## config.mk

```make
export PLATFORM = sky130hd
export DESIGN_NAME = char_lcd_nibble_sequencer_top
export DESIGN_NICKNAME = d
export VERILOG_FILES = /design/src/hdl/cln_pkg.sv /design/src/hdl/cln_cfg_regs.sv /design/src/hdl/char_lcd_nibble_sequencer_top.sv
export SDC_FILE = /design/constraint.sdc
export NUM_CORES = 1
export LEC_CHECK = 0
export ABC_AREA = 1
export BUFFER_PORTS_ARGS = -buffer_cell sky130_fd_sc_hd__buf_4
export CORE_ASPECT_RATIO = 2
export CORE_MARGIN = 2
export CORE_UTILIZATION = 50
export CTS_CLUSTER_SIZE = 40
export DETAILED_ROUTE_END_ITERATION = 8
export PLACE_DENSITY = 0.86
export SYNTH_ARGS = -nofsm -noshare
export SYNTH_HDL_FRONTEND = slang
export SYNTH_SLANG_ARGS = --single-unit
```

## constraint.sdc

```tcl
create_clock -name clk -period 4.35 [get_ports clk]
set_clock_uncertainty 0.15 [all_clocks]
set_input_delay 0.435 -clock clk [delete_from_list [all_inputs] [get_ports clk]]
set_output_delay 0.435 -clock clk [all_outputs]
set_load 0.01 [all_outputs]
```

## src/hdl/cln_pkg.sv

```systemverilog
// Shared types, codes and the sequencer microcode for the character LCD nibble sequencer.
// No dependencies; every other file in hdl/ imports this package.
`default_nettype none

package cln_pkg;

  // Request function codes
  localparam logic [2:0] FUNC_CHAR  = 3'd0;
  localparam logic [2:0] FUNC_CMD   = 3'd1;
  localparam logic [2:0] FUNC_POS   = 3'd2;
  localparam logic [2:0] FUNC_CLEAR = 3'd3;
  localparam logic [2:0] FUNC_INIT  = 3'd4;

  // Register indexes on the configuration port
  localparam logic [2:0] REG_FSET   = 3'd0;
  localparam logic [2:0] REG_DCTRL  = 3'd1;
  localparam logic [2:0] REG_EMODE  = 3'd2;
  localparam logic [2:0] REG_PWAIT  = 3'd3;
  localparam logic [2:0] REG_CWAIT  = 3'd4;
  localparam logic [2:0] REG_LWAIT  = 3'd5;

  // Byte sources selected by a microcode word
  localparam logic [2:0] SRC_DATA   = 3'd0;
  localparam logic [2:0] SRC_FSET   = 3'd1;
  localparam logic [2:0] SRC_DCTRL  = 3'd2;
  localparam logic [2:0] SRC_EMODE  = 3'd3;
  localparam logic [2:0] SRC_CONST  = 3'd4;

  // Post-strobe wait selection
  localparam logic [1:0] POST_NONE  = 2'd0;
  localparam logic [1:0] POST_CMD   = 2'd1;
  localparam logic [1:0] POST_LONG  = 2'd2;

  // Program entry points
  localparam logic [4:0] ENTRY_CHAR  = 5'd0;
  localparam logic [4:0] ENTRY_CMD   = 5'd2;
  localparam logic [4:0] ENTRY_POS   = 5'd4;
  localparam logic [4:0] ENTRY_CLEAR = 5'd6;
  localparam logic [4:0] ENTRY_INIT  = 5'd8;
  localparam logic [4:0] LAST_PC     = 5'd22;

  // Cursor address command bit
  localparam logic [7:0] DDRAM_SET  = 8'h80;

  typedef struct packed {
    logic [2:0] func;
    logic [7:0] value;
    logic [6:0] column;
    logic [2:0] row;
  } req_t;

  typedef struct packed {
    logic       reg_select;
    logic [3:0] nibble;
    logic [7:0] pre_wait_ms;
    logic [7:0] post_wait_ms;
    logic       short_gap;
    logic       last;
  } strobe_t;

  typedef struct packed {
    logic [7:0] function_set_cmd;
    logic [7:0] display_ctrl_cmd;
    logic [7:0] entry_mode_cmd;
    logic [7:0] power_wait_ms;
    logic [7:0] cmd_wait_ms;
    logic [7:0] long_wait_ms;
  } cfg_t;

  // One control word per strobe
  typedef struct packed {
    logic       rs;
    logic [2:0] src;
    logic       hi;
    logic [3:0] cnib;
    logic       pre_pwr;
    logic [1:0] post;
    logic       gap;
    logic       last;
  } uword_t;

  function automatic uword_t uw(input logic rs, input logic [2:0] src, input logic hi,
                                input logic [3:0] cnib, input logic pre_pwr,
                                input logic [1:0] post, input logic gap, input logic last);
    uword_t w;
    w.rs      = rs;
    w.src     = src;
    w.hi      = hi;
    w.cnib    = cnib;
    w.pre_pwr = pre_pwr;
    w.post    = post;
    w.gap     = gap;
    w.last    = last;
    return w;
  endfunction

  // Microcode ROM
  function automatic uword_t ucode_rom(input logic [4:0] pc);
    uword_t w;
    case (pc)
      // send character
      5'd0:  w = uw(1'b1, SRC_DATA,  1'b1, 4'h0, 1'b0, POST_NONE, 1'b0, 1'b0);
      5'd1:  w = uw(1'b1, SRC_DATA,  1'b0, 4'h0, 1'b0, POST_NONE, 1'b1, 1'b1);
      // raw command
      5'd2:  w = uw(1'b0, SRC_DATA,  1'b1, 4'h0, 1'b0, POST_NONE, 1'b0, 1'b0);
      5'd3:  w = uw(1'b0, SRC_DATA,  1'b0, 4'h0, 1'b0, POST_NONE, 1'b0, 1'b1);
      // set cursor position
      5'd4:  w = uw(1'b0, SRC_DATA,  1'b1, 4'h0, 1'b0, POST_NONE, 1'b0, 1'b0);
      5'd5:  w = uw(1'b0, SRC_DATA,  1'b0, 4'h0, 1'b0, POST_CMD,  1'b0, 1'b1);
      // clear display
      5'd6:  w = uw(1'b0, SRC_CONST, 1'b0, 4'h0, 1'b0, POST_NONE, 1'b0, 1'b0);
      5'd7:  w = uw(1'b0, SRC_CONST, 1'b0, 4'h1, 1'b0, POST_LONG, 1'b0, 1'b1);
      // power-up init: three wake-up nibbles
      5'd8:  w = uw(1'b0, SRC_CONST, 1'b0, 4'h3, 1'b1, POST_CMD,  1'b0, 1'b0);
      5'd9:  w = uw(1'b0, SRC_CONST, 1'b0, 4'h3, 1'b0, POST_CMD,  1'b0, 1'b0);
      5'd10: w = uw(1'b0, SRC_CONST, 1'b0, 4'h3, 1'b0, POST_CMD,  1'b0, 1'b0);
      // function set twice
      5'd11: w = uw(1'b0, SRC_FSET,  1'b1, 4'h0, 1'b0, POST_NONE, 1'b0, 1'b0);
      5'd12: w = uw(1'b0, SRC_FSET,  1'b0, 4'h0, 1'b0, POST_CMD,  1'b0, 1'b0);
      5'd13: w = uw(1'b0, SRC_FSET,  1'b1, 4'h0, 1'b0, POST_NONE, 1'b0, 1'b0);
      5'd14: w = uw(1'b0, SRC_FSET,  1'b0, 4'h0, 1'b0, POST_CMD,  1'b0, 1'b0);
      // display control
      5'd15: w = uw(1'b0, SRC_DCTRL, 1'b1, 4'h0, 1'b0, POST_NONE, 1'b0, 1'b0);
      5'd16: w = uw(1'b0, SRC_DCTRL, 1'b0, 4'h0, 1'b0, POST_CMD,  1'b0, 1'b0);
      // clear
      5'd17: w = uw(1'b0, SRC_CONST, 1'b0, 4'h0, 1'b0, POST_NONE, 1'b0, 1'b0);
      5'd18: w = uw(1'b0, SRC_CONST, 1'b0, 4'h1, 1'b0, POST_LONG, 1'b0, 1'b0);
      // entry mode
      5'd19: w = uw(1'b0, SRC_EMODE, 1'b1, 4'h0, 1'b0, POST_NONE, 1'b0, 1'b0);
      5'd20: w = uw(1'b0, SRC_EMODE, 1'b0, 4'h0, 1'b0, POST_CMD,  1'b0, 1'b0);
      // return home
      5'd21: w = uw(1'b0, SRC_CONST, 1'b0, 4'h0, 1'b0, POST_NONE, 1'b0, 1'b0);
      5'd22: w = uw(1'b0, SRC_CONST, 1'b0, 4'h2, 1'b0, POST_LONG, 1'b0, 1'b1);
      // unused addresses end the program
      default: w = uw(1'b0, SRC_CONST, 1'b0, 4'h0, 1'b0, POST_NONE, 1'b0, 1'b1);
    endcase
    return w;
  endfunction

  // DDRAM base address of each display row
  function automatic logic [7:0] row_base(input logic [1:0] row);
    logic [7:0] b;
    case (row)
      2'd0:    b = 8'h00;
      2'd1:    b = 8'h40;
      2'd2:    b = 8'h14;
      default: b = 8'h54;
    endcase
    return b;
  endfunction

endpackage

`default_nettype wire

```

## src/hdl/cln_cfg_regs.sv

```systemverilog
// APB-style configuration register bank for the LCD nibble sequencer.
// Depends on cln_pkg for the register indexes and the cfg_t bundle.
`default_nettype none

module cln_cfg_regs (
  input  wire logic          clk,
  input  wire logic          rst,
  input  wire logic          psel,
  input  wire logic          penable,
  input  wire logic          pwrite,
  input  wire logic [4:0]    paddr,
  input  wire logic [31:0]   pwdata,
  output      logic [31:0]   prdata,
  output      logic          pready,
  output      cln_pkg::cfg_t cfg
);
  import cln_pkg::*;

  logic       wr_en;
  logic [2:0] idx;
  logic [7:0] rd_byte;

  assign pready = 1'b1;
  assign wr_en  = psel && penable && pwrite && pready;
  assign idx    = paddr[4:2];

  // Register writes; indexes past the last register are dropped
  always_ff @(posedge clk) begin
    if (rst) begin
      cfg.function_set_cmd <= 8'h28;
      cfg.display_ctrl_cmd <= 8'h0C;
      cfg.entry_mode_cmd   <= 8'h06;
      cfg.power_wait_ms    <= 8'd40;
      cfg.cmd_wait_ms      <= 8'd10;
      cfg.long_wait_ms     <= 8'd20;
    end else if (wr_en) begin
      case (idx)
        REG_FSET:  cfg.function_set_cmd <= pwdata[7:0];
        REG_DCTRL: cfg.display_ctrl_cmd <= pwdata[7:0];
        REG_EMODE: cfg.entry_mode_cmd   <= pwdata[7:0];
        REG_PWAIT: cfg.power_wait_ms    <= pwdata[7:0];
        REG_CWAIT: cfg.cmd_wait_ms      <= pwdata[7:0];
        REG_LWAIT: cfg.long_wait_ms     <= pwdata[7:0];
        default: ;
      endcase
    end
  end

  // Read mux
  always_comb begin
    case (idx)
      REG_FSET:  rd_byte = cfg.function_set_cmd;
      REG_DCTRL: rd_byte = cfg.display_ctrl_cmd;
      REG_EMODE: rd_byte = cfg.entry_mode_cmd;
      REG_PWAIT: rd_byte = cfg.power_wait_ms;
      REG_CWAIT: rd_byte = cfg.cmd_wait_ms;
      REG_LWAIT: rd_byte = cfg.long_wait_ms;
      default:   rd_byte = 8'h00;
    endcase
  end

  assign prdata = {24'h000000, rd_byte};

endmodule

`default_nettype wire

```

## src/hdl/char_lcd_nibble_sequencer_top.sv

```systemverilog
// Character LCD nibble sequencer: request in, run of enable-strobe descriptors out.
// Depends on cln_pkg (types, microcode ROM) and cln_cfg_regs (register bank).
//
// Usage
//   in_valid/in_stall/in_data carry one request beat (func, value, column, row).
//   out_valid/out_stall/out_data carry one strobe descriptor per beat, high
//   nibble first, with last set on the final strobe of the request.
//   Registers on the APB-style port hold init commands and wait times.
// Timing
//   A request is taken while no program runs and loads the step counter; the
//   first strobe is registered from its entry word, then one strobe leaves per
//   cycle unless the output stalls: char, command, position and clear give 2
//   beats, init gives 15. The single microcode step counter walks the ROM one
//   word a cycle and takes no new request until the last word issues. Position
//   rows above three and unknown function codes are taken and give no beat.
// Reset and stall
//   rst (synchronous) stops any program, drops the output beat and restores the
//   register defaults. While out_stall is high over a held beat, the output
//   register and step counter wait; in_stall stays high until the last word issues.
`default_nettype none

module char_lcd_nibble_sequencer_top (
  input  wire logic             clk,
  input  wire logic             rst,
  // request channel
  input  wire logic             in_valid,
  output      logic             in_stall,
  input  wire cln_pkg::req_t    in_data,
  // strobe channel
  output      logic             out_valid,
  input  wire logic             out_stall,
  output      cln_pkg::strobe_t out_data,
  // configuration port
  input  wire logic             psel,
  input  wire logic             penable,
  input  wire logic             pwrite,
  input  wire logic [4:0]       paddr,
  input  wire logic [31:0]      pwdata,
  output      logic [31:0]      prdata,
  output      logic             pready
);
  import cln_pkg::*;

  cfg_t       cfg;
  logic       busy;
  logic [4:0] pc;
  logic [7:0] data_byte;

  logic       in_take;
  logic       start;
  logic [4:0] entry;
  logic [7:0] pos_addr;
  logic       slot_free;
  logic       issue;
  uword_t     word;
  logic [7:0] src_byte;
  strobe_t    beat_next;

  cln_cfg_regs u_cfg (
    .clk     (clk),
    .rst     (rst),
    .psel    (psel),
    .penable (penable),
    .pwrite  (pwrite),
    .paddr   (paddr),
    .pwdata  (pwdata),
    .prdata  (prdata),
    .pready  (pready),
    .cfg     (cfg)
  );

  // Request dispatch: pick the program entry, drop requests with no strobes
  assign in_stall = busy;
  assign in_take  = in_valid && !in_stall;
  assign pos_addr = (row_base(in_data.row[1:0]) + {1'b0, in_data.column}) | DDRAM_SET;

  always_comb begin
    start = 1'b0;
    entry = ENTRY_CHAR;
    case (in_data.func)
      FUNC_CHAR:  begin start = 1'b1;                   entry = ENTRY_CHAR;  end
      FUNC_CMD:   begin start = 1'b1;                   entry = ENTRY_CMD;   end
      FUNC_POS:   begin start = !in_data.row[2];        entry = ENTRY_POS;   end
      FUNC_CLEAR: begin start = 1'b1;                   entry = ENTRY_CLEAR; end
      FUNC_INIT:  begin start = 1'b1;                   entry = ENTRY_INIT;  end
      default:    begin start = 1'b0;                   entry = ENTRY_CHAR;  end
    endcase
  end

  // Current control word and datapath
  assign word      = ucode_rom(pc);
  assign slot_free = !out_valid || !out_stall;
  assign issue     = busy && slot_free;

  always_comb begin
    case (word.src)
      SRC_DATA:  src_byte = data_byte;
      SRC_FSET:  src_byte = cfg.function_set_cmd;
      SRC_DCTRL: src_byte = cfg.display_ctrl_cmd;
      SRC_EMODE: src_byte = cfg.entry_mode_cmd;
      default:   src_byte = {4'h0, word.cnib};
    endcase
  end

  always_comb begin
    beat_next.reg_select  = word.rs;
    beat_next.nibble      = word.hi ? src_byte[7:4] : src_byte[3:0];
    beat_next.pre_wait_ms = word.pre_pwr ? cfg.power_wait_ms : 8'h00;
    case (word.post)
      POST_CMD:  beat_next.post_wait_ms = cfg.cmd_wait_ms;
      POST_LONG: beat_next.post_wait_ms = cfg.long_wait_ms;
      default:   beat_next.post_wait_ms = 8'h00;
    endcase
    beat_next.short_gap = word.gap;
    beat_next.last      = word.last;
  end

  // Sequencer control: step counter and busy flag
  always_ff @(posedge clk) begin
    if (rst) begin
      busy <= 1'b0;
      pc   <= ENTRY_CHAR;
    end else if (in_take) begin
      busy <= start;
      pc   <= entry;
    end else if (issue) begin
      busy <= !word.last;
      pc   <= pc + 5'd1;
    end
  end

  // Request byte: character or command, or the computed cursor address
  always_ff @(posedge clk) begin
    if (in_take) begin
      data_byte <= (in_data.func == FUNC_POS) ? pos_addr : in_data.value;
    end
  end

  // Output register
  always_ff @(posedge clk) begin
    if (rst) begin
      out_valid <= 1'b0;
    end else if (issue) begin
      out_valid <= 1'b1;
    end else if (!out_stall) begin
      out_valid <= 1'b0;
    end
  end

  always_ff @(posedge clk) begin
    if (issue) begin
      out_data <= beat_next;
    end
  end

`ifndef SYNTHESIS
  // The step counter never leaves the program while a request runs
  a_pc_range: assert property (@(posedge clk) disable iff (rst)
    busy |-> (pc <= LAST_PC))
    else $error("step counter outside microcode");

  // An init request starts at the init entry point
  a_init_entry: assert property (@(posedge clk) disable iff (rst)
    (in_take && in_data.func == FUNC_INIT) |=> (busy && pc == ENTRY_INIT))
    else $error("init request did not start its program");

  // Issuing the final word ends the program and presents a last beat
  a_last_end: assert property (@(posedge clk) disable iff (rst)
    (issue && word.last) |=> (!busy && out_valid && out_data.last))
    else $error("program did not end on its last word");

  // A running program with a free output slot always produces a beat
  a_progress: assert property (@(posedge clk) disable iff (rst)
    issue |=> out_valid)
    else $error("issued word did not reach the output");
`endif

endmodule

`default_nettype wire
```

==> qor.yml, run 1 <==
status:
  status: "finished, final reports clean"
worst_setup_path:
  cp_max_fo: 10
  slowest_delay_ns: 0.36
  critPathLaunchType: "flop"
  endpoint_kind: "flop"
  worst_ep_required_time_ns: 4.49
  crit_path_cell_trace: "inv_2, nand2_8, inv_2, nor2_1, o21ai_0, nand3_2, inv_1, ha_1, inv_1, nor2_1, nand3_1, o21ai_1"
  cp_slowest_cell: "dfxtp_1"
  critPathArrivalTime_ns: 2.60
  critical_path_class: "reg2reg"
synth:
  synth_top_area_share: 0.2685
  synth_cell_types: 47
  synth_seq_cells: 98
  netlist_area_um2: 4996
  synth_area_leader_cell: "dfxtp_1"
  synthTopCellsByArea: "dfxtp_1, edfxtp_1, nand2_1"
  async_reset_ff_frac: 0
  synth_most_common_cell: "nand2_1"
  syn_inst: 611
  ys_warn_count: 0
  synth-main-ff-cell: "dfxtp_1"
  synth.yosys.seq_area_share: 0.4548
  synth-edff-count: 31
  synth_commonest_cells: "nand2_1, nor2_1, dfxtp_1, inv_1, o21ai_0"
  syn_avg_cell_area_um2: 8.177
cts:
  cts-buffers-inserted: 9
  ctsResizeCount: 0
  post-cts-setup-buffer-count: 0
  clock_latency_ns: 0.36
  clk_path_buf_depth: 2
  hold_buffers: 0
  clockRootBuffer: "clkbuf_16"
  cts_sinks: 98
  htree_levels: 3
  cts_tree: "built"
  path_clk_slew_ns: 0.07
grt:
  grt_max_degree: 48
  grt_pass1_wl_um: 20220
  grt_overflow: 0
  grt_pass1_vias: 4320
  track_usage: 0.2451
  antenna_found_initial: 0
placement:
  io_buffers: 71
  dpl.cell_count: 799
  globalplace.congestion: 0.9608
  place_hpwl_um: 9838
die:
  die_h_um: 145.4
  die_x_um: 74.68
  die_area_um2: 10860
  coreArea_um2: 9763
  start_util: 0.5117
  ios: 123
  rows: 51
routing:
  drt_iter0_drc: 397
  first_pass_iters: 5
  num_vias: 4403
  drcViolationCount: 0
  routed_wirelength_um: 12770
  ant_nets: 0
  wire_per_inst_um: 15.67
  vias_per_cell: 5.402
final_layout:
  final_nets: 755
  n_antenna_cell: 0
  final_util: 0.5950
  areaGrowthSynthToFinish_pct: 16.28
  final_cells: 815
  layout-drive-gt1-share: 0.2050
timing:
  period_needed_ns: 2.463
  whs_ns: 0.1891
  maxSlewViolCount: 0
  tns_ns: 0
  hold_violations: 0
  worst_pin_slew_ns: 0.8988
  setup_viol_count_final: 0
  fmax_mhz: 406.0
  fin_crit_sh: 0.5663
  rsz0062_at_grt: "no"
  slew_headroom: 0.3962
power_and_ir_drop:
  leakagePower_nw: 2.617
  ir_worst_vdd_mv: 0.2452
  power_density_nw_per_um2: 384.5
  power_mw: 2.234
worst_hold_path:
  hp-class: "in2reg"
job:
  cap_violations: 0
[worst max-delay path, delay by kind of cell, from the launching register on]
| kind | cells | cell delay, ns |
|---|---|---|
| DFF | 1 | 0.36 |
| adders and majority gates | 1 | 0.22 |
| AOI/OAI and AO/OA | 2 | 0.45 |
| buffers and inverters | 4 | 0.54 |
| and+or+nand+nor | 5 | 0.69 |
[routing by layer]
| metal | wire length (µm) | vias to the layer above | GRT usage |
|---|---|---|---|
| li1 | - | 2109 | - |
| met1 | 4248 | 2005 | 0.2347 |
| met2 | 6565 | 210 | 0.4168 |
| met3 | 671 | 79 | 0.04294 |
| met4 | 1288 | 0 | 0.2232 |
| met5 | 0 | - | 0 |
[path summary, 6_finish.rpt]
path                            cells past startpoint      from           end  slack (ns)
worst max-delay path                               12  in_stall      word[11]        1.89
worst min-delay path                                2       rst     out_valid        0.19
worst max register to register                     12  in_stall      word[11]        1.89
worst min register to register                      0  word[13]  out_data[22]        0.26
[cells by family after synthesis]
logic type / after synthesis / share of synthesized area
AND/OR/NAND/NOR: 283 / 0.2665
AO/OA/AOI/OAI: 113 / 0.1400
buffers and inverters: 99 / 0.1002
flip-flops: 98 / 0.4548
adder cells (fa/ha/maj): 12 / 0.03005
XOR/XNOR: 4 / 0.007014
other: 2 / 0.001503
[report_power, final]
group	internal (mW)	switching [mW]	leakage, nW
registers	1.01	0.0357	0.839
logic	0.144	0.252	1.63
clock network	0.406	0.382	0.146
[area by class of cell]
| class | count | area, µm² |
|---|---|---|
| sequential | 98 | 2272 |
| clock inverter | 7 | 68.82 |
| timing repair buffer | 72 | 540.5 |
| inverter | 60 | 227.7 |
| fill | 860 | 3954 |
| tap | 132 | 165.2 |
| clock buffer | 9 | 225.2 |
| multi-input combinational | 437 | 2310 |
[through the flow]
step | area, µm² | worst slack, ns
floorplan | 5082 | 2.336
global placement | 5515 | 1.978
detailed placement | 5515 | 1.901
CTS | 5809 | 1.896
global route | 5809 | 1.688
finish | 5809 | 1.887
[cells in the final DEF (no fill, tap or decap), drive strengths merged]
master   count
edfxtp      31
ha          12
or2          2
o221ai       1
xnor2        2
o22ai        1
buf         72
nand2      151
nand4        6
o211ai       7
clkinv       3
nor4         1
a22oi        9
a22o         4
nand3       38
dfxtp       67
nor2        77
inv         64
o21ai       52
conb        25
clkbuf       9
nand3b       2
a221oi       2
a21oi       30
a211oi       1
xor2         2
o2111ai      6
nor3         6
[state kept, by name, summed over array words and instances (netlist names)]
signal,flops
data_byte,8
in_stall,1
out_data,23
out_valid,1
pc,5
u_cfg.cfg,48
word,12
(Power assumes the default switching activity.)
==> run 2, diff against run 1 <==
- CORE_UTILIZATION: 50 -> 48
- clock period: 4.35 -> 2.1 ns (I/O delays scaled with it)
==> run 2 against run 1 <==
Clock power is 110% higher. Die area increased by 4.0%. Fmax up 24%. Combinational power grew 130%. Register-to-register slack got worse by 1.8 ns. Setup slack got worse by 1.8 ns. Wire length is 3.2% higher. Critical path type unchanged.
==> qor.yml, run 2 (synthesis results as in run 1) <==
worst_setup_path:
  rr_endpoint: "word[12]"
  crit_path_end: "word[12]"
  r2r_cells: 12  # unchanged
  critPathLaunchType: "flop"
  cp_max_fo: 6  # -4
  crit_start: "out_valid"
  worst_ep_required_time_ns: 2.24  # -2.25 ns
  r2r-start: "out_valid"
  critPathArrivalTime_ns: 2.12  # -0.48 ns
  r2r_slack_ns: 0.12  # -1.77 ns
  critical_path_class: "reg2reg"
  endpoint_kind: "flop"
routing:
  drcViolationCount: 0  # unchanged
  routed_wirelength_um: 13180  # +3.2%
  wire_per_inst_um: 15.64  # -0.22%
  vias_per_cell: 5.297  # -2.0%
  drt_iter0_drc: 446  # +12%
  num_vias: 4465  # +1.4%
  first_pass_iters: 5  # unchanged
  ant_nets: 0  # unchanged
cts:
  cts-buffers-inserted: 9  # unchanged
  cts_sinks: 98  # unchanged
  clk_path_buf_depth: 2  # unchanged
  post-cts-setup-buffer-count: 0  # unchanged
  clockRootBuffer: "clkbuf_16"
  htree_levels: 3  # unchanged
  clock_latency_ns: 0.35  # about the same
  path_clk_slew_ns: 0.07  # about the same
  cts_tree: "built"
die:
  rows: 52  # +2.0%
  die_x_um: 76.14  # +2.0%
  die_area_um2: 11290  # +4.0%
  coreArea_um2: 10150  # +4.0%
  die_h_um: 148.3  # +2.0%
  ios: 123  # unchanged
  start_util: 0.4922  # -0.01949
final_layout:
  areaGrowthSynthToFinish_pct: 21.54
  final_common_cell: "nand2_1"
  final_cell_mix: "nand2_1, buf_4, nor2_1"
  final_nets: 780  # +3.3%
  largest-register: "u_cfg.cfg"
  largest_register_ffs: 48  # unchanged
  final_util: 0.5983  # +0.003222
  final_area_um2: 6072  # +4.5%
  layout-drive-gt1-share: 0.2203  # +0.01536
  n_antenna_cell: 0  # unchanged
job:
  cap_violations: 0  # unchanged
timing:
  tns_ns: 0  # unchanged
  hold_violations: 0  # unchanged
  fin_crit_sh: 0.9436  # +0.3774
  setup_viol_count_final: 0  # unchanged
  period_needed_ns: 1.982  # -0.4816 ns
  maxSlewViolCount: 0  # unchanged
  fmax_mhz: 504.6  # +24%
  whs_ns: 0.01981  # -0.1692 ns
power_and_ir_drop:
  leakagePower_nw: 2.740  # +4.7%
  power_density_nw_per_um2: 783.1  # +100%
  ir_worst_vdd_mv: 0.4799  # +96%
placement:
  place_hpwl_um: 10140  # +3.1%
  globalplace.congestion: 0.9330  # -2.9%
  placed_area_um2: 5617  # +1.8%
  io_buffers: 71  # unchanged
grt:
  track_usage: 0.2368  # -0.008250
  antenna_found_initial: 0  # unchanged
  grt_overflow: 0  # unchanged
  grt_pass1_wl_um: 20690  # +2.3%
  grt_max_degree: 49  # +2.1%
  grt_pass1_vias: 4253  # -1.6%
status:
  status: "finished, final reports clean"
worst_hold_path:
  hp-class: "in2reg"
run 2: worst min path at each step:
stage | startpoint | to | slack (ns) | cells past startpoint
floorplan | pwdata[3] | u_cfg.cfg[35] | 0.19 | 2
global placement | word[13] | out_data[22] | 0.24 | 0
detailed placement | word[13] | out_data[22] | 0.24 | 0
CTS | pwdata[7] | u_cfg.cfg[47] | 0.01 | 3
global route | pwdata[7] | u_cfg.cfg[47] | 0.008 | 3
finish | in_data[14] | data_byte[4] | 0.02 | 3
run 2: final cells by class:
cell class	instances	area [µm²]
clock buffer	9	225.2
clock inverter	7	86.33
fill	916	4078
inverter	60	227.7
multi-input combinational	437	2333
sequential	98	2272
tap	135	168.9
timing repair buffer	97	758.2
run 2: routing by layer:
metal  routed length [µm]  track usage  up-vias
li1                     -            -     2171
met1                 4351       0.2205     2029
met2                 7189       0.4496      206
met3                  672      0.04005       59
met4                  970       0.1836        0
met5                    0            0        -
run 2: what timing repair did:
action,CTS,global route
hold endpoints to repair,12,0
gates resized for setup,1,6
setup endpoints to repair,3,8
cloned,0,0
hold buffers,12,0
pin swaps,0,1
run 2: metrics by stage:
stage,power [mW],worst slack [ns],std cells
floorplan,2.746,0.08610,634
global placement,3.032,0.1198,815
detailed placement,3.055,0.01490,815
CTS,4.747,0.07865,843
global route,4.941,-0.001206,843
finish,4.755,0.1184,843
run 2: power breakdown:
group	switching, mW	internal (mW)	total [mW]
Clock	0.744	0.948	1.69
Combinational	0.550	0.345	0.895
Sequential	0.0698	2.10	2.17
run 2: critical path, stage by stage, from the launching register on:
cell,delay (ns)
dfxtp_1,0.34
nand2_1,0.14
nand2_4,0.13
nand2_4,0.10
or2_1,0.27
nand3_4,0.11
inv_2,0.06
ha_1,0.19
inv_1,0.05
nand2_1,0.06
nor2_1,0.13
nand2_2,0.10
nand3_1,0.09
